<file path="src/hdl/plate_hash_table_quadratic_probe_defines.svh">
// Assertion macros of the plate hash table RTL, used by phtqp_back.
// Expects clk and rst_n in the scope of the module that uses them.
`ifndef PLATE_HASH_TABLE_QUADRATIC_PROBE_DEFINES_SVH
`define PLATE_HASH_TABLE_QUADRATIC_PROBE_DEFINES_SVH

`ifndef SYNTH
// Same-cycle implication, checked on every rising edge out of reset.
`define PHTQP_ASSERT_IMP(lbl, ante, cons, msg) \
    lbl: assert property (@(posedge clk) disable iff (!rst_n) (ante) |-> (cons)) \
        else $error(msg);
// Next-cycle implication, checked on every rising edge out of reset.
`define PHTQP_ASSERT_NXT(lbl, ante, cons, msg) \
    lbl: assert property (@(posedge clk) disable iff (!rst_n) (ante) |=> (cons)) \
        else $error(msg);
`else
`define PHTQP_ASSERT_IMP(lbl, ante, cons, msg)
`define PHTQP_ASSERT_NXT(lbl, ante, cons, msg)
`endif

`endif

</file>
<file path="src/hdl/phtqp_pkg.sv">
// Shared types and constants of the plate hash table.
// No dependencies; used by every module of the block.
package phtqp_pkg;

    // Field widths of the request and response items.
    localparam int FUNC_W   = 2;
    localparam int PLATE_W  = 64;
    localparam int SLOT_W   = 11;
    localparam int STATUS_W = 2;
    localparam int COLL_W   = 11;

    // Home slot arithmetic: letter weights, digit weights and partial widths.
    localparam int LET_W  = 23;
    localparam int NUM_W  = 19;
    localparam int SUM_W  = 36;
    localparam int W_L0   = 17576;
    localparam int W_L1   = 676;
    localparam int W_L2   = 26;
    localparam int W_D0   = 1000;
    localparam int W_D1   = 100;
    localparam int W_D2   = 10;
    localparam int LETTER_SCALE = 10000;

    // Residue unit consumes this many sum bits per cycle.
    localparam int DIG_W     = 6;
    localparam int MOD_STEPS = SUM_W / DIG_W;

    typedef enum logic [FUNC_W-1:0] {
        FN_INSERT = 2'd0,
        FN_SEARCH = 2'd1,
        FN_REMOVE = 2'd2
    } func_t;

    typedef enum logic [STATUS_W-1:0] {
        ST_DONE   = 2'd0,
        ST_ABSENT = 2'd1,
        ST_FULL   = 2'd2
    } status_t;

    // One request as it travels from the front end to the probe engine.
    typedef struct packed {
        logic [FUNC_W-1:0]  func;
        logic [PLATE_W-1:0] plate;
    } req_t;

    // Occupancy flags of the hand-off queue.
    typedef struct packed {
        logic full;
        logic empty;
    } q_flags_t;

endpackage

</file>
<file path="src/hdl/phtqp_front.sv">
// Front end of the plate hash table: accepts requests and computes the home slot.
// Depends on phtqp_pkg; feeds phtqp_queue.
module phtqp_front #(
    parameter int TABLE_SIZE = 1031
) (
    input  logic                            clk,
    input  logic                            rst_n,
    input  logic                            req_valid,
    output logic                            req_stall,
    input  logic [phtqp_pkg::FUNC_W-1:0]    func,
    input  logic [phtqp_pkg::PLATE_W-1:0]   plate,
    input  logic                            clearing,
    input  phtqp_pkg::q_flags_t             q_flags,
    output logic                            q_push,
    output phtqp_pkg::req_t                 q_req,
    output logic [$clog2(TABLE_SIZE)-1:0]   q_home
);

    localparam int IDX_W  = $clog2(TABLE_SIZE);
    localparam int STEP_W = $clog2(phtqp_pkg::MOD_STEPS);
    localparam logic [IDX_W:0] N_EXT = (IDX_W + 1)'(TABLE_SIZE);
    localparam logic [STEP_W-1:0] LAST_STEP = STEP_W'(phtqp_pkg::MOD_STEPS - 1);

    typedef enum logic [2:0] {
        F_IDLE,
        F_SUM,
        F_MUL,
        F_MOD,
        F_PUSH
    } fstate_t;

    fstate_t                          state_reg, state_next;
    phtqp_pkg::req_t                  req_reg, req_next;
    logic [phtqp_pkg::LET_W-1:0]      letters_reg, letters_next;
    logic [phtqp_pkg::NUM_W-1:0]      digits_reg, digits_next;
    logic [phtqp_pkg::SUM_W-1:0]      sum_reg, sum_next;
    logic [IDX_W-1:0]                 rem_reg, rem_next;
    logic [STEP_W-1:0]                mstep_reg, mstep_next;
    logic                             accept;
    logic [7:0]                       c0, c1, c2, c3, c4, c5, c6, c7;

    // Folds DIG_W more bits into the running residue, one conditional subtract per bit.
    function automatic logic [IDX_W-1:0] mod_fold(
        input logic [IDX_W-1:0]            r_in,
        input logic [phtqp_pkg::DIG_W-1:0] bits
    );
        logic [IDX_W:0]   acc;
        logic [IDX_W-1:0] r;
        r = r_in;
        for (int i = phtqp_pkg::DIG_W - 1; i >= 0; i--)
        begin
            acc = {r, bits[i]};
            if (acc >= N_EXT)
            begin
                acc = acc - N_EXT;
            end
            r = acc[IDX_W-1:0];
        end
        return r;
    endfunction

    // Plate bytes, first character in the top byte.
    assign c0 = req_reg.plate[63:56];
    assign c1 = req_reg.plate[55:48];
    assign c2 = req_reg.plate[47:40];
    assign c3 = req_reg.plate[39:32];
    assign c4 = req_reg.plate[31:24];
    assign c5 = req_reg.plate[23:16];
    assign c6 = req_reg.plate[15:8];
    assign c7 = req_reg.plate[7:0];

    // A request is taken when idle or as the last one is pushed, not while clearing.
    assign req_stall = clearing ||
                       !((state_reg == F_IDLE) || (state_reg == F_PUSH && !q_flags.full));
    assign accept    = req_valid && !req_stall;

    assign q_push = (state_reg == F_PUSH) && !q_flags.full;
    assign q_req  = req_reg;
    assign q_home = rem_reg;

    // Next-state and datapath logic.
    always_comb
    begin
        state_next   = state_reg;
        req_next     = req_reg;
        letters_next = letters_reg;
        digits_next  = digits_reg;
        sum_next     = sum_reg;
        rem_next     = rem_reg;
        mstep_next   = mstep_reg;
        case (state_reg)
            F_IDLE:
            begin
                if (accept)
                begin
                    req_next.func  = func;
                    req_next.plate = plate;
                    state_next     = F_SUM;
                end
            end
            F_SUM:
            begin
                letters_next = phtqp_pkg::LET_W'(c0) * phtqp_pkg::LET_W'(phtqp_pkg::W_L0)
                             + phtqp_pkg::LET_W'(c1) * phtqp_pkg::LET_W'(phtqp_pkg::W_L1)
                             + phtqp_pkg::LET_W'(c2) * phtqp_pkg::LET_W'(phtqp_pkg::W_L2)
                             + phtqp_pkg::LET_W'(c3);
                digits_next  = phtqp_pkg::NUM_W'(c4) * phtqp_pkg::NUM_W'(phtqp_pkg::W_D0)
                             + phtqp_pkg::NUM_W'(c5) * phtqp_pkg::NUM_W'(phtqp_pkg::W_D1)
                             + phtqp_pkg::NUM_W'(c6) * phtqp_pkg::NUM_W'(phtqp_pkg::W_D2)
                             + phtqp_pkg::NUM_W'(c7);
                state_next   = F_MUL;
            end
            F_MUL:
            begin
                sum_next   = phtqp_pkg::SUM_W'(letters_reg)
                           * phtqp_pkg::SUM_W'(phtqp_pkg::LETTER_SCALE)
                           + phtqp_pkg::SUM_W'(digits_reg);
                rem_next   = '0;
                mstep_next = '0;
                state_next = F_MOD;
            end
            F_MOD:
            begin
                rem_next = mod_fold(rem_reg,
                                    sum_reg[phtqp_pkg::SUM_W-1 -: phtqp_pkg::DIG_W]);
                sum_next = {sum_reg[phtqp_pkg::SUM_W-phtqp_pkg::DIG_W-1:0],
                            phtqp_pkg::DIG_W'(0)};
                if (mstep_reg == LAST_STEP)
                begin
                    state_next = F_PUSH;
                end
                else
                begin
                    mstep_next = mstep_reg + STEP_W'(1);
                end
            end
            F_PUSH:
            begin
                if (!q_flags.full)
                begin
                    state_next = F_IDLE;
                    if (accept)
                    begin
                        req_next.func  = func;
                        req_next.plate = plate;
                        state_next     = F_SUM;
                    end
                end
            end
            default:
            begin
                state_next = F_IDLE;
            end
        endcase
    end

    // State and working registers.
    always_ff @(posedge clk or negedge rst_n)
    begin
        if (!rst_n)
        begin
            state_reg   <= F_IDLE;
            req_reg     <= '0;
            letters_reg <= '0;
            digits_reg  <= '0;
            sum_reg     <= '0;
            rem_reg     <= '0;
            mstep_reg   <= '0;
        end
        else
        begin
            state_reg   <= state_next;
            req_reg     <= req_next;
            letters_reg <= letters_next;
            digits_reg  <= digits_next;
            sum_reg     <= sum_next;
            rem_reg     <= rem_next;
            mstep_reg   <= mstep_next;
        end
    end

endmodule

</file>
<file path="config.mk">
export PLATFORM = sky130hd
export DESIGN_NAME = phtqp_front
export DESIGN_NICKNAME = d
export VERILOG_FILES = /design/src/hdl/plate_hash_table_quadratic_probe_defines.svh /design/src/hdl/phtqp_pkg.sv /design/src/hdl/phtqp_front.sv
export SDC_FILE = /design/constraint.sdc
export NUM_CORES = 1
export LEC_CHECK = 0
export BUFFER_PORTS_ARGS = -buffer_cell sky130_fd_sc_hd__buf_2
export CAP_MARGIN = 20
export CORE_UTILIZATION = 34
export DETAILED_ROUTE_END_ITERATION = 10
export SLEW_MARGIN = 15
export SYNTH_ARGS = -nofsm -noshare
export SYNTH_HDL_FRONTEND = slang
export SYNTH_SLANG_ARGS = --single-unit
</file>
<file path="constraint.sdc">
create_clock -name clk -period 12.1 [get_ports clk]
set_input_delay 1.21 -clock clk [delete_from_list [all_inputs] [get_ports clk]]
set_output_delay 1.21 -clock clk [all_outputs]
set_load 0.02 [all_outputs]
</file>
==> metrics, run 1 <==
sum of overflow across all layers after global routing 0; number of vias per cell around 5; Tightest Pin Transition a little over 1 ns; CP max stage delay ~0.73 ns; DIE AREA 61400 sq um; number of endpoints with negative hold slack in the final report 0; TritonCTS clock tree yes; Diodes inserted 0; number of hold buffers added after cts 0; cell at the root of the clock tree clkbuf_16; most common library cell in the layout ignoring fill and taps inv_1; setup slack of the worst register-to-register path roughly 1.4 ns; Crit path top cell by count ha_1; HPWL after detailed placement roughly 35 mm; critical path data required time 12.45 ns; via count of the first global-routing pass about 16k; Netlist Area Pre-Place around 21000 sq um; DRC 2; failing checks DRC; quantity of I/O buffers inserted on ports 149; setup repair after global routing missed its margin no; clock skew ~0.013 ns; post-CTS sizing 0; nets 2934; Setup TNS 0 ns; clock-pin slew on the worst setup and hold paths 0.07 ns; Ports roughly 150; leading cell types in the layout, fill and taps excluded 430 x inv_1, 354 x ha_1, 160 x dfrtp_1; flip-flop count of the largest register after layout 66; Total Routed Length 43.3 mm; Yosys warnings 0; gate count after technology mapping about 2.2k; crit start category flip-flop; first-pass GRT wire length 74.5 mm; final critical-path required period between 10 and 15 ns; CP Data Arrival Time 11.08 ns; Layout area overhead 10.6%; Core Box Area 59400 sq um; critical-path maximum fanout 13; cts bufs inserted 17; buffer depth of the longest clock path 2; initial antenna violation count 0; detailed-route via count 15.5k; number of enable-type register cells in the synthesized netlist 0; number of nets in the synthesized netlist roughly 2.8k; status complete, but fails checks; DIE HEIGHT about 250 microns; Die X-Extent between 200 and 250 microns; R2R cell count 37; relative slew slack 0.306; endpoint type of the worst setup path flip-flop; HP Class flip-flop to flip-flop; leading register cell type out of synthesis dfrtp_1; largest net degree at the start of global routing 88; cell with the largest stage delay on the worst path or4_1; initial core utilization 0.346; number of setup buffers added after CTS 0; share of the clock period used by the worst path 0.887; gr usage total 0.149; final weighted congestion of routability-driven global placement just over 0.8; Mean Syn Cell Area a little over 9 sq um; share of flip-flops with an asynchronous set or reset 1.00; achievable frequency 0.0932 GHz; Core Rows between 80 and 90; DRT antenna net count 0; H-tree Lvls 4; startpoint-to-endpoint class of the critical path flip-flop to flip-flop; sequential cell area fraction in the yosys report 0.196; Netlist cell types 87; DRC marker count from the first detailed-route iteration between 600 and 700; clock latency reported for the late side of the worst-skew pair 0.49 ns; CTS sink cnt 161; router iterations before antenna repair 9; wire length per cell after detailed routing about 14 microns; setup violation total in the final timing report 0; Yosys reg bits around 160; count of max-cap constraint violations 0; number of instances on the worst hold path 2; final slew viol count 0; fraction of final layout cells sized beyond drive strength 1 0.130
==> final cells by class <==
type,instances,area (sq um)
multi-input cells,1607,14700
clock buffers,17,425
clock inverters,15,170
inverters,430,1610
repair buffers,154,790
well taps,773,967
fillers,5995,36600
flip-flops and latches,161,4030
==> worst paths after layout <==
path	to	from
setup / recovery	q_home[1]	sum_reg[35]
hold / removal	sum_reg[28]	sum_reg[28]
setup reg to reg	q_home[1]	sum_reg[35]
hold reg to reg	sum_reg[28]	sum_reg[28]
max in group asynchronous	letters_reg[22]	rst_n
min in group asynchronous	q_req[12]	rst_n
==> stage by stage <==
stage | utilization | hold slack (ns) | std cells | worst slack (ns) | cell area [sq um]
final | 0.383 | 0.477 | 3157 | 1.37 | 22700
after global routing | 0.383 | 0.491 | 3157 | 0.414 | 22700
after CTS | 0.383 | 0.480 | 3157 | 1.40 | 22700
after detailed placement | 0.373 | 0.463 | 3125 | 1.44 | 22100
after global placement | 0.373 | 0.457 | 3125 | 1.57 | 22100
after floorplan | - | 0.442 | 2244 | 3.03 | 20500
==> layer usage <==
metal	part of all wire	vias up	track usage
li1	-	7881	-
met3	0.030	57	0.0221
met5	0	-	0
met1	0.47	7294	0.190
met4	0.019	0	0.0453
met2	0.48	242	0.257
==> cells by family after synthesis <==
| kind of cell | after synthesis | share of synthesized area |
|---|---|---|
| xor+xnor | 150 | 0.0644 |
| buf+inv | 476 | 0.0877 |
| flops | 161 | 0.196 |
| fa+ha+maj | 491 | 0.349 |
| simple gates | 373 | 0.0905 |
| compound gates | 481 | 0.152 |
| mux | 112 | 0.0598 |
==> cell usage after synthesis (11+ instances only) <==
cell type,count,area [sq um]
a21boi_0,11,82.6
a21o_1,27,203
a21oi_1,139,696
and2_1,11,68.8
and3_1,20,125
clkbuf_1,30,113
dfrtp_1,161,4030
fa_1,137,2740
ha_1,354,4430
inv_1,430,1610
mux2_2,85,957
mux2i_1,27,270
nand2_1,129,484
nand2b_1,17,106
nand3_1,21,105
nand4_1,17,106
nor2_1,72,270
nor3_1,20,100
o21ai_0,143,716
o21bai_1,22,165
o31ai_1,12,90.1
xnor2_1,102,893
xor2_1,47,412
==> worst max-delay path: cells and delay by family, from the launching register on <==
family | cells | cell delay, ns
compound gates | 12 | 3.80
simple gates | 10 | 2.43
fa+ha+maj | 6 | 1.70
xor+xnor | 5 | 1.43
mux | 3 | 0.65
flops | 1 | 0.48
buf+inv | 1 | 0.09
Power of run 1 is not shown: default switching activity piles up to over one toggle a cycle in this logic, so the estimate is an artifact.
==> inputs of run 2 (changes only) <==
--- a/config.mk
+++ b/config.mk
@@ -7,7 +7,7 @@
 export LEC_CHECK = 0
 export BUFFER_PORTS_ARGS = -buffer_cell sky130_fd_sc_hd__buf_2
 export CAP_MARGIN = 20
-export CORE_UTILIZATION = 34
+export CORE_UTILIZATION = 40
 export DETAILED_ROUTE_END_ITERATION = 10
 export SLEW_MARGIN = 15
 export SYNTH_ARGS = -nofsm -noshare
==> metrics, run 2 (synthesized netlist as in run 1, its figures left out) <==
status complete, no violations; number of hold buffers added after cts 0; Die X-Extent 229 microns; post-CTS sizing 0; fraction of final layout cells sized beyond drive strength 1 0.131; CTS sink cnt 161; via count of the first global-routing pass between 15k and 20k; achievable frequency about 0.094 GHz; startpoint-to-endpoint class of the critical path flip-flop to flip-flop; met1 wire length ~21 mm; clock-pin slew on the worst setup and hold paths about 0.070 ns; Tightest Pin Transition about 1.0 ns; number of setup buffers added after CTS 0; count of max-cap constraint violations 0; Total Routed Length about 44 mm; hold endpoint sum_reg[27]; placed cell count a little over 3k; clock latency reported for the late side of the worst-skew pair around 0.45 ns; detailed-route via count 15.5k; DRC 0; DRT antenna net count 0; gr usage total 0.175; buffer depth of the longest clock path 2; number of vias per cell approximately 5.1; Final Instance Count excl. Fillers slightly above 3k; final weighted congestion of routability-driven global placement 0.857; critical-path maximum fanout 13; setup repair after global routing missed its margin no; Core Rows 82; first-pass GRT wire length roughly 76 mm; H-tree Lvls 4; DRC marker count from the first detailed-route iteration 620; endpoint type of the worst setup path flip-flop; flip-flop count of the largest register after layout 66; nets between 2k and 3k; leading cell types in the layout, fill and taps excluded 430 x inv_1, 354 x ha_1, 160 x dfrtp_1; HP Class flip-flop to flip-flop; TritonCTS clock tree yes; final slew viol count 0; reg-to-reg critical path startpoint q_home[0]; largest net degree at the start of global routing slightly below 80; cell with the largest stage delay on the worst path or4_1; FF-to-FF End q_home[1]; initial antenna violation count 0; number of instances on the worst hold path 2; sum of overflow across all layers after global routing 0; R2R cell count 37; met2 layer wire length in the routed design about 21 mm; origin of the worst min-delay path sum_reg[27]; initial core utilization 0.408; Crit path top cell by count ha_1; CP Data Arrival Time between 10 and 15 ns; wire length per cell after detailed routing between 10 and 15 microns; setup violation total in the final timing report 0; Layout area overhead 10.1%; Ports approximately 150; critical path data required time approximately 12 ns; HPWL after detailed placement 36.2 mm; final critical-path required period 10.67 ns; DIE HEIGHT 229 microns; number of endpoints with negative hold slack in the final report 0; Core Box Area between 50000 and 60000 sq um; crit start category flip-flop; Diodes inserted 0; router iterations before antenna repair 5; cell at the root of the clock tree clkbuf_16; setup slack of the worst register-to-register path approximately 1.4 ns; Setup TNS 0 ns; share of the clock period used by the worst path 0.881; quantity of I/O buffers inserted on ports between 100 and 150; DIE AREA ~52000 sq um; most common library cell in the layout ignoring fill and taps inv_1; CP max stage delay about 0.73 ns; clock skew approximately 0.0094 ns; relative slew slack 0.318; met3 wire length approximately 1.1 mm; highest layer used for signal routing met4; cts bufs inserted 17
[run 2: cell count changes in the layout (fill, tap and decap cells not counted), moves of 2 or more]
| cell | before | now |
|---|---|---|
| buf_4 | 5 | 7 |
| clkinv_4 | 1 | 3 |
| clkinv_8 | 5 | 1 |
| inv_8 | 3 | 5 |
[run 2: final cells by class]
| cell class | instances | area, sq um |
|---|---|---|
| fill | 4932 | 27800 |
| inverter | 430 | 1610 |
| tap | 672 | 841 |
| multi-input combinational | 1607 | 14700 |
| clock inverter | 15 | 168 |
| sequential | 161 | 4030 |
| timing repair buffer | 156 | 805 |
| clock buffer | 17 | 425 |
[run 2: routing by layer]
layer | global-route usage | vias up
li1 | - | 7881
met1 | 0.227 | 7387
met2 | 0.308 | 200
met3 | 0.0206 | 31
met4 | 0.0411 | 0
met5 | 0 | -
[run 2: per-stage QoR]
stage | setup slack [ns] | area (sq um) | hold WS [ns] | util
after floorplan | 3.03 | 20500 | 0.442 | -
after global placement | 1.61 | 22000 | 0.461 | 0.437
after detailed placement | 1.54 | 22000 | 0.465 | 0.437
after CTS | 1.45 | 22600 | 0.480 | 0.448
after global routing | 0.721 | 22600 | 0.506 | 0.448
final | 1.43 | 22600 | 0.473 | 0.448
[run 2: critical path: cells and delay by family (launching register included)]
family	cells	cell delay (ns)
adder cells (fa/ha/maj)	6	1.71
buffers and inverters	1	0.10
flip-flops	1	0.47
AND/OR/NAND/NOR	10	2.42
XOR/XNOR	5	1.44
AO/OA/AOI/OAI	12	3.72
multiplexers	3	0.67
[run 2: how the worst max path moves through the flow]
stage,start,slack [ns],end
global placement,q_home[0],1.61,q_home[1]
floorplan,q_home[0],3.03,q_home[5]
global route,q_home[0],0.72,q_home[1]
finish,q_home[0],1.43,q_home[1]
detailed placement,q_home[0],1.54,q_home[1]
CTS,q_home[0],1.45,q_home[1]
Power of run 2 is left out for the same reason.
==> inputs of run 3 (changes only) <==
--- a/config.mk
+++ b/config.mk
@@ -9,6 +9,7 @@
 export CAP_MARGIN = 20
 export CORE_UTILIZATION = 40
 export DETAILED_ROUTE_END_ITERATION = 10
+export PLACE_DENSITY = 0.59
 export SLEW_MARGIN = 15
 export SYNTH_ARGS = -nofsm -noshare
 export SYNTH_HDL_FRONTEND = slang
==> metrics, run 3 (synthesized netlist as in run 1, its figures left out) <==
TritonCTS clock tree yes; Setup TNS 0 ns; clock latency reported for the late side of the worst-skew pair 0.47 ns; endpoint type of the worst setup path flip-flop; setup repair after global routing missed its margin no; most common library cell in the layout ignoring fill and taps inv_1; flip-flop count of the largest register after layout 66; HP Class flip-flop to flip-flop; router iterations before antenna repair 5; DRC 0; number of hold buffers added after cts 0; nets ~3k; status complete, no violations; buffer depth of the longest clock path 2; cell with the largest stage delay on the worst path or4_1; largest net degree at the start of global routing just under 80; final critical-path required period roughly 11 ns; crit start category flip-flop; gr usage total 0.176; Tightest Pin Transition approximately 1 ns; HPWL after detailed placement 36.5 mm; final slew viol count 0; initial core utilization 0.408; Core Box Area about 50000 sq um; Layout area overhead 10.0%; final weighted congestion of routability-driven global placement slightly above 0.8; clock skew around 0.010 ns; worst slack after detailed placement 1.58 ns; number of setup buffers added after CTS 0; cell at the root of the clock tree clkbuf_16; fraction of final layout cells sized beyond drive strength 1 0.131; Core Rows slightly above 80; clock-pin slew on the worst setup and hold paths approximately 0.07 ns; via count of the first global-routing pass around 16k; Total Routed Length 43.9 mm; count of max-cap constraint violations 0; share of the clock period used by the worst path 0.877; critical path data required time approximately 12 ns; endpoint of the worst setup timing path q_home[1]; post-CTS sizing 0; initial antenna violation count 0; DRC marker count from the first detailed-route iteration 591; R2R cell count 37; critical-path maximum fanout 13; CTS sink cnt 161; quantity of I/O buffers inserted on ports around 150; number of vias per cell between 5 and 6; Die X-Extent approximately 230 microns; startpoint-to-endpoint class of the critical path flip-flop to flip-flop; DIE AREA approximately 52000 sq um; CP max stage delay between 0.7 and 0.8 ns; setup violation total in the final timing report 0; Crit path top cell by count ha_1; startpoint of the most critical setup path q_home[0]; DIE HEIGHT about 230 microns; detailed-route via count 15.4k; Ports about 150; Diodes inserted 0; relative slew slack 0.315; reg-to-reg critical path startpoint q_home[0]; achievable frequency 0.0942 GHz; setup slack of the worst register-to-register path between 1 and 1.5 ns; first-pass GRT wire length about 76 mm; DRT antenna net count 0; number of instances on the worst hold path 2; FF-to-FF End q_home[1]; Worst Slack Setup Final 1.49 ns; cts bufs inserted 17; wire length per cell after detailed routing between 10 and 15 microns; leading cell types in the layout, fill and taps excluded 430 x inv_1, 354 x ha_1, 160 x dfrtp_1; number of endpoints with negative hold slack in the final report 0; CP Data Arrival Time between 10 and 15 ns; H-tree Lvls 4; sum of overflow across all layers after global routing 0
run 3: cell type report:
| type | instances | area, sq um |
|---|---|---|
| clock buffers | 18 | 439 |
| clock inverters | 14 | 148 |
| fillers | 4889 | 27800 |
| inverters | 430 | 1610 |
| multi-input cells | 1607 | 14700 |
| flip-flops and latches | 161 | 4030 |
| well taps | 672 | 841 |
| repair buffers | 156 | 805 |
run 3: through the flow:
step | instances | hold slack (ns) | instance area (sq um) | utilization
after global placement | 3026 | 0.458 | 22000 | 0.437
after CTS | 3058 | 0.487 | 22600 | 0.448
final | 3058 | 0.481 | 22600 | 0.448
after detailed placement | 3026 | 0.470 | 22000 | 0.437
after global routing | 3058 | 0.521 | 22600 | 0.448
after floorplan | 2244 | 0.442 | 20500 | -
run 3: worst min-delay path by stage:
stage	from	slack, ns	to
after CTS	sum_reg[6]	0.49	sum_reg[6]
after global routing	sum_reg[12]	0.52	sum_reg[12]
after detailed placement	sum_reg[6]	0.47	sum_reg[6]
after global placement	sum_reg[27]	0.46	sum_reg[27]
after floorplan	sum_reg[27]	0.44	sum_reg[27]
final	sum_reg[7]	0.48	sum_reg[7]
run 3: routing by layer:
metal,GRT usage,routed length (microns),up-vias
met5,0,0,-
met4,0.0461,656,0
met3,0.0216,1080,40
met2,0.304,20900,205
met1,0.231,21200,7306
li1,-,-,7884
run 3: critical path, delay by kind of cell, from the launching register on:
kind	cells	cell delay, ns
xor+xnor	5	1.19
flops	1	0.47
simple gates	10	2.42
mux	3	0.64
fa+ha+maj	6	1.64
compound gates	12	3.97
buf+inv	1	0.10
Power of run 3 is left out for the same reason.
