--- src/hdl/plate_hash_table_quadratic_probe_defines.svh ---
// Assertion macros of the plate hash table RTL, used by phtqp_back.
// Expects clk and rst_n in the scope of the module that uses them.
`ifndef PLATE_HASH_TABLE_QUADRATIC_PROBE_DEFINES_SVH
`define PLATE_HASH_TABLE_QUADRATIC_PROBE_DEFINES_SVH

`ifndef SYNTH
// Same-cycle implication, checked on every rising edge out of reset.
`define PHTQP_ASSERT_IMP(lbl, ante, cons, msg) \
    lbl: assert property (@(posedge clk) disable iff (!rst_n) (ante) |-> (cons)) \
        else $error(msg);
// Next-cycle implication, checked on every rising edge out of reset.
`define PHTQP_ASSERT_NXT(lbl, ante, cons, msg) \
    lbl: assert property (@(posedge clk) disable iff (!rst_n) (ante) |=> (cons)) \
        else $error(msg);
`else
`define PHTQP_ASSERT_IMP(lbl, ante, cons, msg)
`define PHTQP_ASSERT_NXT(lbl, ante, cons, msg)
`endif

`endif

--- src/hdl/phtqp_pkg.sv ---
// Shared types and constants of the plate hash table.
// No dependencies; used by every module of the block.
package phtqp_pkg;

    // Field widths of the request and response items.
    localparam int FUNC_W   = 2;
    localparam int PLATE_W  = 64;
    localparam int SLOT_W   = 11;
    localparam int STATUS_W = 2;
    localparam int COLL_W   = 11;

    // Home slot arithmetic: letter weights, digit weights and partial widths.
    localparam int LET_W  = 23;
    localparam int NUM_W  = 19;
    localparam int SUM_W  = 36;
    localparam int W_L0   = 17576;
    localparam int W_L1   = 676;
    localparam int W_L2   = 26;
    localparam int W_D0   = 1000;
    localparam int W_D1   = 100;
    localparam int W_D2   = 10;
    localparam int LETTER_SCALE = 10000;

    // Residue unit consumes this many sum bits per cycle.
    localparam int DIG_W     = 6;
    localparam int MOD_STEPS = SUM_W / DIG_W;

    typedef enum logic [FUNC_W-1:0] {
        FN_INSERT = 2'd0,
        FN_SEARCH = 2'd1,
        FN_REMOVE = 2'd2
    } func_t;

    typedef enum logic [STATUS_W-1:0] {
        ST_DONE   = 2'd0,
        ST_ABSENT = 2'd1,
        ST_FULL   = 2'd2
    } status_t;

    // One request as it travels from the front end to the probe engine.
    typedef struct packed {
        logic [FUNC_W-1:0]  func;
        logic [PLATE_W-1:0] plate;
    } req_t;

    // Occupancy flags of the hand-off queue.
    typedef struct packed {
        logic full;
        logic empty;
    } q_flags_t;

endpackage

--- src/hdl/phtqp_queue.sv ---
// Short hand-off queue between the front end and the probe engine.
// Depends on phtqp_pkg for the request type and the flag struct.
module phtqp_queue #(
    parameter int DEPTH  = 2,
    parameter int HOME_W = 11
) (
    input  logic                clk,
    input  logic                rst_n,
    input  logic                push,
    input  phtqp_pkg::req_t     wr_req,
    input  logic [HOME_W-1:0]   wr_home,
    input  logic                pop,
    output phtqp_pkg::req_t     rd_req,
    output logic [HOME_W-1:0]   rd_home,
    output phtqp_pkg::q_flags_t flags
);

    localparam int PTR_W = (DEPTH > 1) ? $clog2(DEPTH) : 1;
    localparam int CNT_W = $clog2(DEPTH + 1);
    localparam logic [PTR_W-1:0] LAST_PTR = PTR_W'(DEPTH - 1);
    localparam logic [CNT_W-1:0] FULL_CNT = CNT_W'(DEPTH);

    phtqp_pkg::req_t    req_q  [DEPTH];
    logic [HOME_W-1:0]  home_q [DEPTH];
    logic [PTR_W-1:0]   wr_ptr_reg, wr_ptr_next;
    logic [PTR_W-1:0]   rd_ptr_reg, rd_ptr_next;
    logic [CNT_W-1:0]   count_reg, count_next;
    logic               do_push, do_pop;

    assign flags.full  = (count_reg == FULL_CNT);
    assign flags.empty = (count_reg == '0);
    assign do_push     = push && !flags.full;
    assign do_pop      = pop && !flags.empty;
    assign rd_req      = req_q[rd_ptr_reg];
    assign rd_home     = home_q[rd_ptr_reg];

    // Pointer and count update with wrap at the depth.
    always_comb
    begin
        wr_ptr_next = wr_ptr_reg;
        rd_ptr_next = rd_ptr_reg;
        count_next  = count_reg;
        if (do_push)
        begin
            wr_ptr_next = (wr_ptr_reg == LAST_PTR) ? '0 : wr_ptr_reg + PTR_W'(1);
        end
        if (do_pop)
        begin
            rd_ptr_next = (rd_ptr_reg == LAST_PTR) ? '0 : rd_ptr_reg + PTR_W'(1);
        end
        if (do_push && !do_pop)
        begin
            count_next = count_reg + CNT_W'(1);
        end
        else if (do_pop && !do_push)
        begin
            count_next = count_reg - CNT_W'(1);
        end
    end

    always_ff @(posedge clk or negedge rst_n)
    begin
        if (!rst_n)
        begin
            wr_ptr_reg <= '0;
            rd_ptr_reg <= '0;
            count_reg  <= '0;
        end
        else
        begin
            wr_ptr_reg <= wr_ptr_next;
            rd_ptr_reg <= rd_ptr_next;
            count_reg  <= count_next;
        end
    end

    // Entry storage; payload only, no reset.
    always_ff @(posedge clk)
    begin
        if (do_push)
        begin
            req_q[wr_ptr_reg]  <= wr_req;
            home_q[wr_ptr_reg] <= wr_home;
        end
    end

endmodule

--- config.mk ---
export PLATFORM = sky130hd
export DESIGN_NAME = phtqp_queue
export DESIGN_NICKNAME = d
export VERILOG_FILES = /design/src/hdl/plate_hash_table_quadratic_probe_defines.svh /design/src/hdl/phtqp_pkg.sv /design/src/hdl/phtqp_queue.sv
export SDC_FILE = /design/constraint.sdc
export NUM_CORES = 1
export LEC_CHECK = 0
export BUFFER_PORTS_ARGS = -buffer_cell sky130_fd_sc_hd__buf_2
export CORE_ASPECT_RATIO = 1.5
export CORE_MARGIN = 5
export CORE_UTILIZATION = 40
export CTS_BUF_LIST = sky130_fd_sc_hd__clkbuf_8 sky130_fd_sc_hd__clkbuf_16
export CTS_CLUSTER_SIZE = 12
export DETAILED_ROUTE_END_ITERATION = 8
export GPL_TIMING_DRIVEN = 0
export PLACE_DENSITY = 0.74
export SLEW_MARGIN = 20
export SYNTH_ARGS = -nofsm -noshare
export SYNTH_HDL_FRONTEND = slang
export SYNTH_SLANG_ARGS = --single-unit
--- constraint.sdc ---
create_clock -name clk -period 5.9 [get_ports clk]
set_input_delay 1.18 -clock clk [delete_from_list [all_inputs] [get_ports clk]]
set_output_delay 1.18 -clock clk [all_outputs]
set_load 0.01 [all_outputs]
==> results by stage, run 1 <==
Setup path:
- The maximum fanout along the worst path is 10.
- The kind of critical path is reg -> out.
- For the worst setup path, the data arrival time is 1.68 ns.
- The startpoint type of the worst setup path is a flip-flop.
- For the worst flop-to-flop path, the logic depth is 3.
- For the worst setup path, the data required time is approximately 4.7 ns.
- The internal reg-to-reg setup slack is 4.18 ns.
- In this run the critical register-to-register path is captured at home_q[1][0].
- The startpoint of the worst-slack reg-to-reg timing path is count_reg[0].
- The critical path endpoint category is a primary output.

Timing:
- The worst-margin pin slew is 0.3577 ns.
- The clock period could shrink to 2.862 ns.
- The total setup violations reported at the end of the flow is 0.
- The normalized max-slew margin is about three quarters.
- The hold violation total from the final report is 0.
- Setup repair after global routing left no endpoint under its margin.
- Once routing completed, OpenROAD measured the worst setup slack at 3.038 ns.
- The maximum achievable frequency is 0.3494 GHz.
- Across all hold checks on the routed design, the worst slack comes to between 0.5 and 0.6 ns.
- The post-route clock skew is 0.01193 ns.
- After layout, the worst path uses 48.50% of the clock period.
- The count of final max-slew check failures is 0.

Floorplanning:
- The floorplan step defined a core boundary enclosing 0.01446 mm².
- The overall die area is around 0.017 mm².
- From left edge to right edge, the die measures about 110 µm.
- The I/O pin count is 160.
- The die is 157.9 µm tall.
- The number of standard-cell rows in the floorplan is 54.
- Once the floorplan was initialized, standard cells occupied roughly two fifths of the core.

Power and ir drop:
- The clock network burns between 20% and 30% of the power.
- The net switching power is about 1.1 mW.
- Internal power comes to 2.641 mW.
- The peak supply drop is approximately 0.29 mV.
- The share of total power dissipated in sequential elements is 42.7%.
- In this run, the combinational gates consume 30.9% of the power.
- Net switching is between 20% and 30% of the power.
- The power density over the cells is 496.9 mW/mm².
- The leakage power summed over all cells is between 2 and 3 nW.

GRT:
- The via count of the first global-routing pass was 3294.
- Global routing used 12.61% of the available tracks.
- The leftover overflow at the end of global routing is 0.
- The first global-routing pass estimated roughly 16000 µm of wire.
- The initial antenna violation count is 1.
- The maximum number of pins on one net before global-route repair is 57.

Synthesis:
- The cell count after synthesis came out at 259.
- The top cell type by area accounts for between 70% and 80% of the synthesized area.
- The dominant synthesized flop cell is sky130_fd_sc_hd__edfxtp_1.
- For this run, the number of Yosys warnings is 0.
- The part of the Yosys area used for sequential elements is around four fifths.
- By area the synthesized netlist is led by sky130_fd_sc_hd__edfxtp_1 79%, sky130_fd_sc_hd__mux2_2 11%, sky130_fd_sc_hd__mux2_4 5.1%.
- The mapped cell area is 0.005833 mm².
- The number of enable-type register cells in the synthesized netlist is 154.
- The share of async-settable or async-resettable flops after synthesis is 2.532%.
- The net count after synthesis is 341.
- sky130_fd_sc_hd__edfxtp_1 is the most common cell in the netlist.
- The netlist uses 15 different library cells.
- Summed over all instances, the cell type with the most area after synthesis is sky130_fd_sc_hd__edfxtp_1.
- Counting flops and latches in the post-synthesis netlist gives between 150 and 200.
- Sorting the synthesized cells by how often they occur yields 154 x sky130_fd_sc_hd__edfxtp_1, 57 x sky130_fd_sc_hd__mux2_2, 20 x sky130_fd_sc_hd__mux2_4.
- A synthesized cell averages 22.52 µm².

Status:
- The run finished with clean final reports.

Worst hold path:
- The count of cells along the worst hold path is 1.
- The min-delay analysis places its worst path in the category reg -> reg.
- For hold timing, the worst endpoint is count_reg[1].
- The start point of the worst min-delay path is count_reg[1].

Clock network:
- The TritonCTS clock tree is built.
- The buffers inserted during post-CTS setup optimization is 0.
- Clock-pin slew was measured on the worst setup and hold paths at 0.06 ns.
- The clock tree root driver cell is sky130_fd_sc_hd__clkbuf_16.
- The clock passes through at most 2 buffers.
- The total number of H-tree levels is 4.
- The number of CTS-inserted buffers is 17.
- The number of clock sinks is ~160.
- Post-CTS repair changed the size of 0 cells.
- Hold repair after CTS inserted 0 buffers.
- The latest clock arrival within the worst-skew pair is slightly above 0.4 ns.

Finish:
- The register with the most flip-flops in the layout has 132 of them.
- Compared with the post-synthesis result, the final layout area differs by 28.87%.
- The filler cell count in the final layout is 1252.
- The final net count is between 500 and 600.
- The antenna diode instance count is 0.
- The fraction of layout cells with a size suffix above 1 is 61.89%.
- The finished cells cover 0.007517 mm².

Place:
- The number of port buffers is ~160.
- The routability-driven placement congestion ratio is 0.7119.
- Once placement finished, the instance area stood at 0.006974 mm².
- Once detailed placement completed, the half-perimeter wirelength came to 7520 µm.
- Before CTS, the worst setup slack after placement is 3.428 ns.

Routing:
- After detailed routing, the number of vias per cell comes to roughly 4.5.
- The pre-antenna-repair detailed-routing pass consisted of 4 iterations.
- In the routed design, unresolved DRC markers number 0.
- The DRC marker count from the first detailed-route iteration is between 100 and 150.
- The final route contains a little under 3k vias.
- The number of nets with antenna violations after detailed routing is 0.
- For this block, the routed nets add up to 10580 µm of wire.
- In the final routed layout, each cell accounts on average for between 15 and 20 µm.

Run:
- The reported max-cap violation count is 0.
-- logic make-up (layout without fill, tap and decap cells) --
group	count (synthesis)	count (layout)	synth area share (%)
compound gates	1	1	0.08572
xor+xnor	5	5	0.7509
mux	77	77	16.15
buf+inv	11	206	1.330
fa+ha+maj	1	1	0.2145
simple gates	6	6	0.4720
flops	158	158	81.00
-- worst max-delay path, cell delays in order (launching register included) --
cell                      delay [ns]
sky130_fd_sc_hd__dfrtp_1        0.34
sky130_fd_sc_hd__buf_6          0.13
sky130_fd_sc_hd__buf_6          0.16
sky130_fd_sc_hd__buf_6          0.19
sky130_fd_sc_hd__mux2_4         0.31
sky130_fd_sc_hd__buf_2          0.14
-- worst max path at each step --
stage / endpoint / start / slack (ns) / cells past startpoint
after floorplan: home_q[0][0] / push / 0.91 / 2
after global placement: req_q[0][30] / push / -0.87 / 3
after detailed placement: rd_req[37] / rd_ptr_reg / 3.43 / 5
after CTS: rd_req[37] / rd_ptr_reg / 2.98 / 5
after global routing: rd_req[37] / rd_ptr_reg / 2.95 / 5
final: rd_req[41] / rd_ptr_reg / 3.04 / 5
-- layout make-up --
| class | count | area (µm²) | share of cell area, % |
|---|---|---|---|
| inverter | 2 | 7.507 | 0.09987 |
| multi-input combinational | 90 | 1044 | 13.88 |
| sequential | 158 | 4725 | 62.85 |
| tap | 196 | 245.2 | 3.262 |
| buffer | 9 | 70.07 | 0.9321 |
| timing repair buffer | 163 | 883.3 | 11.75 |
| clock inverter | 15 | 117.6 | 1.565 |
| clock buffer | 17 | 425.4 | 5.659 |
-- metal layers --
| layer | track usage (%) | share of wire (%) | vias to the layer above |
|---|---|---|---|
| li1 | - | - | 1385 |
| met1 | 13.17 | 36 | 1441 |
| met2 | 23.02 | 56 | 107 |
| met3 | 4.080 | 6.5 | 14 |
| met4 | 5.235 | 1.4 | 2 |
| met5 | 0 | 0.094 | - |
-- power by group through the flow --
stage               Clock, mW  Sequential [mW]  Combinational (mW)
floorplan                   0             1.63               0.740
global placement            0             1.65                1.12
detailed placement          0             1.62                1.19
CTS                      1.01             1.60                1.20
global route             1.07             1.62                1.26
finish                  0.985             1.60                1.16
-- per-stage QoR --
| step | util [%] | setup TNS [ns] | power, mW | std cells |
|---|---|---|---|---|
| 6_report | 51.99 | 0 | 3.735 | 650 |
| 5_1_grt | 51.99 | 0 | 3.946 | 650 |
| 4_1_cts | 51.99 | 0 | 3.804 | 650 |
| 3_5_place_dp | 48.23 | 0 | 2.812 | 618 |
| 3_3_place_gp | 47.54 | -66.83 | 2.767 | 614 |
| 2_1_floorplan | - | 0 | 2.365 | 259 |
-- layout by cell type, fill, tap and decap left out, drive strengths merged --
cell type  synthesis  routed
nand2b             1       1
buf                9     172
edfxtp           154     154
clkinv             0       2
nand2              1       1
clkinvlp           0       7
inv                2       8
dfrtp              4       4
nor2               3       3
mux2              77      77
o21ai              1       1
clkbuf             0      17
ha                 1       1
xnor2              3       3
and3               1       1
xor2               2       2
No activity file was read; power rests on OpenSTA's default activity.
==> inputs of run 2 (changes only) <==
clock period = 2.7 ns   (was 5.9 ns; I/O delays follow)
==> results by stage, run 2 (synthesis results as in run 1) <==
Power and ir drop:
- The overall power consumption is 8.298 mW.
- The clock network power share is about 28%.
- The combinational power share is 30.5%.
- The peak supply drop is 0.8791 mV.
- Net switching is between 20 and 30% of the power.
- The analysis attributes to cell leakage a power of 2.915 nW.
- The power density over the cells is 1098 mW/mm².
- Of the total power, registers draw between 40% and 50%.
- For this design the total switching power over the nets is 2.352 mW.
- The internal power is 5.946 mW.

Worst hold path:
- The path type of the worst min-delay path is in -> reg.
- The worst hold path begins at wr_req[14].
- Counting instances, the worst hold path has a depth of 1.
- The endpoint of the worst hold-timing path is req_q[0][14].

Routing:
- For this run, design rule violations remaining after detail routing come to 0.
- The average via count per standard cell is 4.542.
- For this block, the initial DRC count from the detailed router was a little over 90.
- The routed wire length per instance is roughly 16 µm.
- The first detailed-routing pass ran for 4 iterations.
- The number of nets with antenna violations after detailed routing is 0.
- The final route contains 2957 vias.
- The total wire length is 10630 µm.

Clock network:
- The latest clock arrival within the worst-skew pair is approximately 0.4 ns.
- The maximum buffer depth of the clock tree is 2.
- The number of CTS-inserted buffers is 17.
- Buffers added to address setup during post-CTS repair amount to 0.
- The total number of H-tree levels is 4.
- The count of cells resized by post-cts repair is 0.
- The clock tree root driver cell is sky130_fd_sc_hd__clkbuf_16.
- The clock-pin transition on the worst setup and hold timing paths is 0.06 ns.
- The number of clock sinks is roughly 160.
- The TritonCTS clock tree is built.

GRT:
- The first global-routing pass estimated around 17000 µm of wire.
- The via count of the first global-routing pass was 3343.
- The maximum number of pins on one net before global-route repair is 48.
- The leftover overflow at the end of global routing is 0.
- The initial antenna violation count is 3.
- Global routing used 12.93% of the available tracks.

Floorplanning:
- The area of the core region is approximately 0.014 mm².
- The width of the chip is 108.6 µm.
- In this run the vertical extent of the chip is 157.9 µm.
- The overall die area is 0.01715 mm².
- The number of standard-cell rows in the floorplan is 54.
- The starting density of the core is about two fifths.
- The I/O pin count is 160.

Finish:
- The filler cell count in the final layout is 1211.
- The commonest non-fill, non-tap cell in the layout is sky130_fd_sc_hd__buf_2.
- The area of all sequential standard cells is 0.004725 mm².
- For this run, the share of the core covered by cells in the final layout is 52.26%.
- The register with the most flip-flops in the layout has 132 of them.
- In the layout the commonest cells are 164 x sky130_fd_sc_hd__buf_2, 154 x sky130_fd_sc_hd__edfxtp_1, 57 x sky130_fd_sc_hd__mux2_2, 20 x sky130_fd_sc_hd__mux2_4, 17 x sky130_fd_sc_hd__clkbuf_16.
- The repair_antennas step left the layout with diodes totalling 0.
- The final instance area is 0.007556 mm².
- After the flow finishes, the layout carries non-filler instances totaling approximately 650.
- For this run, the post-layout net count is between 500 and 600.
- The multi-input logic area is 0.001044 mm².
- The area growth from synthesis to layout is 29.54%.
- The fraction of layout cells with a size suffix above 1 is 61.32%.

Setup path:
- The worst flop-to-flop path endpoint is home_q[1][9].
- The startpoint type of the worst setup path is a flip-flop.
- STA classifies the critical path endpoint as a primary output.
- The internal reg-to-reg setup slack is between 0.9 and 1 ns.
- In this run the critical register-to-register path is launched from count_reg[0].
- Along the worst path, the maximum fanout reaches 10.
- The required time reported for the critical path endpoint is roughly 2.2 ns.
- The kind of critical path is reg -> out.
- The worst path arrival time is 1.68 ns.
- For the worst flop-to-flop path, the logic depth is 3.

Timing:
- The hold violation total from the final report is 0.
- The post-route worst setup slack is 0.4797 ns.
- Timing would allow up to 0.4504 GHz.
- The final critical path takes up 82.23% of the cycle.
- The final critical-path required period is 2.220 ns.
- Between clock sinks in the finished design, the worst skew comes to 0.006649 ns.
- For the final routed database, the setup TNS stands at 0 ns.
- For the pin with the worst max-slew slack, the measured transition is between 0.4 and 0.5 ns.
- The final hold slack is 0.3254 ns.
- The count of final max-slew check failures came to 0.
- The normalized max-slew margin is 67.94%.
- Setup repair after global routing left no endpoint under its margin.
- Setup violations remaining at the end of the flow were counted as 0.

Place:
- The number of port buffers is 159.
- The routability-driven placement congestion ratio is 0.7225.
- The post-detailed-placement half-perimeter wirelength is 7414 µm.
- Timing analysis after detailed placement gives a worst setup slack of just under 0.9 ns.
- Summing all placed instances gives a cell area of 0.006974 mm².
- The cell count after placement is 618.

Status:
- The flow ran to the end, and the final reports show no timing, DRC or antenna violations.

Run:
- The reported max-cap violation count is 0.
==> run 2: cell types whose count changed in the layout (fill, tap and decap cells not counted) <==
cell and change:
sky130_fd_sc_hd__inv_1 +1, sky130_fd_sc_hd__clkinvlp_4 -4, sky130_fd_sc_hd__inv_8 -2, sky130_fd_sc_hd__inv_6 +2, sky130_fd_sc_hd__clkinv_4 -1, sky130_fd_sc_hd__dlygate4sd3_1 +1
sky130_fd_sc_hd__bufinv_16 +2, sky130_fd_sc_hd__clkinv_1 +1, sky130_fd_sc_hd__clkinv_2 +1
==> run 2: worst max-delay path by stage <==
stage               slack, ns  cells after the start      endpoint          from
global placement        -0.21                      3  req_q[0][34]          push
detailed placement       0.87                      5    rd_req[35]    rd_ptr_reg
floorplan                0.47                      3  home_q[0][0]  count_reg[0]
CTS                      0.42                      5    rd_req[35]    rd_ptr_reg
finish                   0.48                      5    rd_req[35]    rd_ptr_reg
global route             0.39                      5    rd_req[29]    rd_ptr_reg
==> run 2: metal layers <==
metal	part of all wire [%]	GRT usage (%)
met1	37	13.94
met2	55	23.08
met3	6.5	4.243
met4	1.5	5.415
met5	0.29	0
==> run 2: what timing repair did <==
item / CTS / global route
endpoints found under the setup margin: 0 / 0
endpoints found under the hold margin: 4 / 0
hold buffers: 1 / 0
==> run 2: power groups by stage <==
stage | clock network [mW] | logic (mW) | registers (mW)
final | 2.28 | 2.53 | 3.49
after floorplan | 0 | 1.62 | 3.51
after detailed placement | 0 | 2.60 | 3.54
after global routing | 2.47 | 2.76 | 3.53
after global placement | 0 | 2.44 | 3.54
after CTS | 2.33 | 2.61 | 3.49
==> run 2: worst max-delay path: stages, from the launching register on <==
cell and delay (ns):
sky130_fd_sc_hd__dfrtp_1 0.34, sky130_fd_sc_hd__buf_6 0.14, sky130_fd_sc_hd__buf_6 0.16, sky130_fd_sc_hd__buf_6 0.19, sky130_fd_sc_hd__mux2_4 0.31, sky130_fd_sc_hd__buf_2 0.14
==> run 2: final cells by class <==
type | instances | area share, %
flip-flops and latches | 158 | 62.53
plain buffers | 9 | 0.9273
inverters | 2 | 0.09935
clock inverters | 15 | 1.937
clock buffers | 17 | 5.630
multi-input cells | 90 | 13.81
repair buffers | 164 | 11.82
well taps | 196 | 3.246
==> inputs of run 3 (changes only) <==
ABC_AREA = 1   (was unset)
PLACE_DENSITY = 0.76   (was 0.74)
clock period = 1.8 ns   (was 2.7 ns; I/O delays follow)
==> results by stage, run 3 <==
Synthesis:
- After synthesis, the cell types taking the most area are sky130_fd_sc_hd__edfxtp_1 79%, sky130_fd_sc_hd__nand2_1 15%, sky130_fd_sc_hd__dfrtp_1 1.7%.
- After synthesis the netlist holds a flip-flop and latch count of 158.
- A synthesized cell averages approximately 13 µm².
- In the synthesized netlist the dominant register cell turns out to be sky130_fd_sc_hd__edfxtp_1.
- The cell type with the largest total area after synthesis is sky130_fd_sc_hd__edfxtp_1.
- Yosys printed 0 warnings.
- Among all cell types in the netlist, the one instantiated most often is sky130_fd_sc_hd__nand2_1.
- The gate count after technology mapping is 434.
- The number of library cell types mapped by synthesis is 15.
- In this run, synthesis inferred 154 flip-flops with an integrated enable.
- Sorting the synthesized cells by how often they occur yields 240 x sky130_fd_sc_hd__nand2_1, 154 x sky130_fd_sc_hd__edfxtp_1, 11 x sky130_fd_sc_hd__buf_2.
- Summing the sequential cell areas from Yosys gives 81.01% of the chip area.
- In the synthesized netlist the async set-or-reset flop fraction comes to roughly 2.5%.
- Counting every net in the synthesized netlist gives 516.
- The share of the synthesized area in the top cell type is 79.30%.
- Summing every instance area after synthesis gives roughly 0.0058 mm².

Routing:
- The DRC marker count from the first detailed-route iteration is 116.
- The total wire length is 12500 µm.
- The number of design rule violations left after detail routing is 0.
- The average via count per standard cell is 4.520.
- The count of nets left with antenna violations once routing finished came out at 0.
- The routed layout has 3765 vias.
- The routed wire length per instance is 15.00 µm.
- The detailed-router iteration count before antenna repair is 4.

Power and ir drop:
- Sequential cells burn 39.2% of the power.
- The peak supply drop is 0.9858 mV.
- The internal power of the cells totals 9.049 mW.
- The clock network power share is 26.0%.
- The analysis attributes to net switching a power of 4.375 mW.
- Of the total power, the share spent switching nets is 32.59%.
- Summed over all cells, the static leakage comes to between 3 and 4 nW.
- Power spread over the standard cell area amounts to about 1700 mW/mm².
- In this run, the combinational gates consume 34.8% of the power.

Timing:
- Setup violations remaining at the end of the flow were counted as 36.
- Setup repair after global routing could not meet its margin everywhere.
- After layout, the worst path uses 104.3% of the clock period.
- The count of final max-slew check failures is 0.
- The hold violation total from the final report is 0.
- For this run, the top clock speed supported by timing is 0.5327 GHz.
- Headroom to the max-slew limit came out at 55.24%.
- For the final database, setup skew stands at 0.006609 ns.
- The setup TNS is -1.578 ns.
- The worst-margin pin slew is 0.6707 ns.
- After layout, the worst setup slack is -0.07715 ns.
- The worst path in the final design needs a cycle of 1.877 ns, including I/O delays and setup.
- Hold is met by ~0.14 ns.

Status:
- The checks that failed: negative setup slack.
- The flow ran to the end, but the final reports show violations.

Finish:
- The top cell types in the final layout, fill and taps aside, are 214 x sky130_fd_sc_hd__nand2_1, 156 x sky130_fd_sc_hd__buf_2, 154 x sky130_fd_sc_hd__edfxtp_1, 22 x sky130_fd_sc_hd__nand2_2, 19 x sky130_fd_sc_hd__clkbuf_16.
- The filler cell count in the final layout is 1255.
- The final net count is 706.
- Leaving out fill and tap cells, the most frequent cell in the layout is sky130_fd_sc_hd__nand2_1.
- The multi-input logic area is between 0.001 and 0.0015 mm².
- Of the cells placed in the final design, the portion with a size suffix greater than 1 is 38.84%.
- The post-synthesis to final-layout area growth is 34.74%.
- The flip-flop count of the largest register after layout is 132.
- The area of all sequential standard cells is 0.004726 mm².

Place:
- The number of port buffers is around 160.
- The post-detailed-placement half-perimeter wirelength is 8551 µm.
- The congestion estimate from routability-driven global placement came to 0.7008.

Floorplanning:
- The region available for standard cell placement spans ~0.014 mm².
- The die covers 0.01714 mm².
- For this design the top-level I/O count stands at 160.
- From bottom edge to top edge, the die measures 157.9 µm.
- Once the floorplan was initialized, standard cells occupied ~40% of the core.
- The width of the chip is ~110 µm.
- The number of standard-cell rows in the floorplan is 54.

Run:
- The reported max-cap violation count is 0.

Setup path:
- The critical path goes through buf_6, inv_8, buf_12, clkbuf_16, nand2_2, nand2_1, buf_2.
- The slowest stage cell on the critical path is sky130_fd_sc_hd__dfrtp_1.
- The critical path's largest stage delay is 0.37 ns.
- Of all nets on the critical path, the largest fanout is 7.
- The cell depth of the worst flop-to-flop path is 7.
- Data on the critical path is required at its endpoint by around 1.4 ns.
- The critical path is of the reg -> out type.
- The critical path endpoint category is a primary output.
- STA puts the critical path data arrival time at 1.52 ns.
- The startpoint type of the worst setup path is a flip-flop.

GRT:
- The first global-routing pass estimated 18870 µm of wire.
- The maximum number of pins on one net before global-route repair is 33.
- The via count of the first global-routing pass is 4041.
- The initial antenna violation count is 3.
- The total global routing track utilization is 14.45%.
- The leftover overflow at the end of global routing is 0.

Worst hold path:
- The worst hold path belongs to the class in -> reg.
- The count of cells along the worst hold path is 1.

Clock network:
- The latest clock arrival within the worst-skew pair is 0.40 ns.
- In this run the number of H-tree levels came out at 4.
- The clock-pin transition on the worst setup and hold timing paths is 0.06 ns.
- The maximum buffer depth of the clock tree is 2.
- Clock tree synthesis selected as its root buffer the cell sky130_fd_sc_hd__clkbuf_16.
- The number of clock sinks is 158.
- The number of CTS-inserted buffers is 17.
- TritonCTS built the clock tree.
-- run 3: changes by cell type after synthesis, sizes merged, moves of 2 or more --
cell   before  now
inv         2    8
xor2        2    0
xnor2       3    1
mux2       77    0
buf         9   17
nand2       1  240
-- run 3: path summary, 6_finish.rpt --
kind | start | end | slack, ns
min in group asynchronous | rst_n | count_reg[1] | 0.32
worst min-delay path | wr_req[13] | req_q[0][13] | 0.14
max in group asynchronous | rst_n | count_reg[0] | 1.35
worst min register to register | wr_ptr_reg | wr_ptr_reg | 0.48
worst max-delay path | rd_ptr_reg | rd_req[35] | -0.08
worst max register to register | count_reg[1] | req_q[0][14] | 0.11
-- run 3: worst max-delay path: cells and delay by family (launching register included) --
family	cells	cell delay [ns]
simple gates	2	0.09
flops	1	0.37
buf+inv	5	0.65
-- run 3: repair_timing --
item / 4_1_cts / 5_1_grt
gates resized for setup: 12 / 45
hold buffers: 1 / 0
cloned: 1 / 2
pin swaps: 1 / 8
endpoints found under the setup margin: 163 / 77
buffers inserted: 2 / 2
hold endpoints to repair: 4 / 0
-- run 3: cells by family (layout without fill, tap and decap cells) --
kind of cell	Yosys count	count (layout)	synth area share [%]
AOI/OAI and AO/OA	2	2	0.1716
adders and majority gates	1	1	0.2145
buffers and inverters	25	226	2.424
other	0	1	0
and+or+nand+nor	247	248	16.03
DFF	158	158	81.01
xor gates and xnor gates	1	1	0.1502
-- run 3: power groups by stage --
stage,Sequential [mW],Combinational (mW),Clock (mW)
final,5.26,4.68,3.49
after global routing,5.32,5.16,3.76
after CTS,5.24,4.28,3.57
after detailed placement,5.31,4.13,0
after global placement,5.32,3.89,0
after floorplan,5.28,2.36,0
-- run 3: final cells by class --
cell class,instances,share of cell area [%]
Clock buffer,17,5.414
Timing Repair Buffer,170,13.03
Buffer,17,2.054
Multi-Input combinational cell,252,13.73
Tap cell,196,3.121
Antenna cell,1,0.03185
Inverter,8,0.5255
Clock inverter,14,1.959
Sequential cell,158,60.14
-- run 3: per-stage QoR --
stage	worst slack [ns]	power, mW	instance area, µm²	cells	utilization [%]
final	-0.07715	13.42	7858	833	54.34
after detailed placement	-0.1533	9.445	6982	793	48.29
after floorplan	-0.4085	7.645	5861	434	-
after global placement	-1.018	9.210	6902	789	47.73
after global routing	-0.1550	14.24	7858	833	54.34
after CTS	-0.1177	13.10	7629	828	52.76
-- run 3: layer usage --
metal,wire [µm],vias up,part of all wire (%),track usage (%)
li1,-,1843,-,-
met1,4502,1789,36,14.28
met2,6882,107,55,26.97
met3,822,22,6.6,4.896
met4,272,4,2.2,6.258
met5,19,-,0.15,0
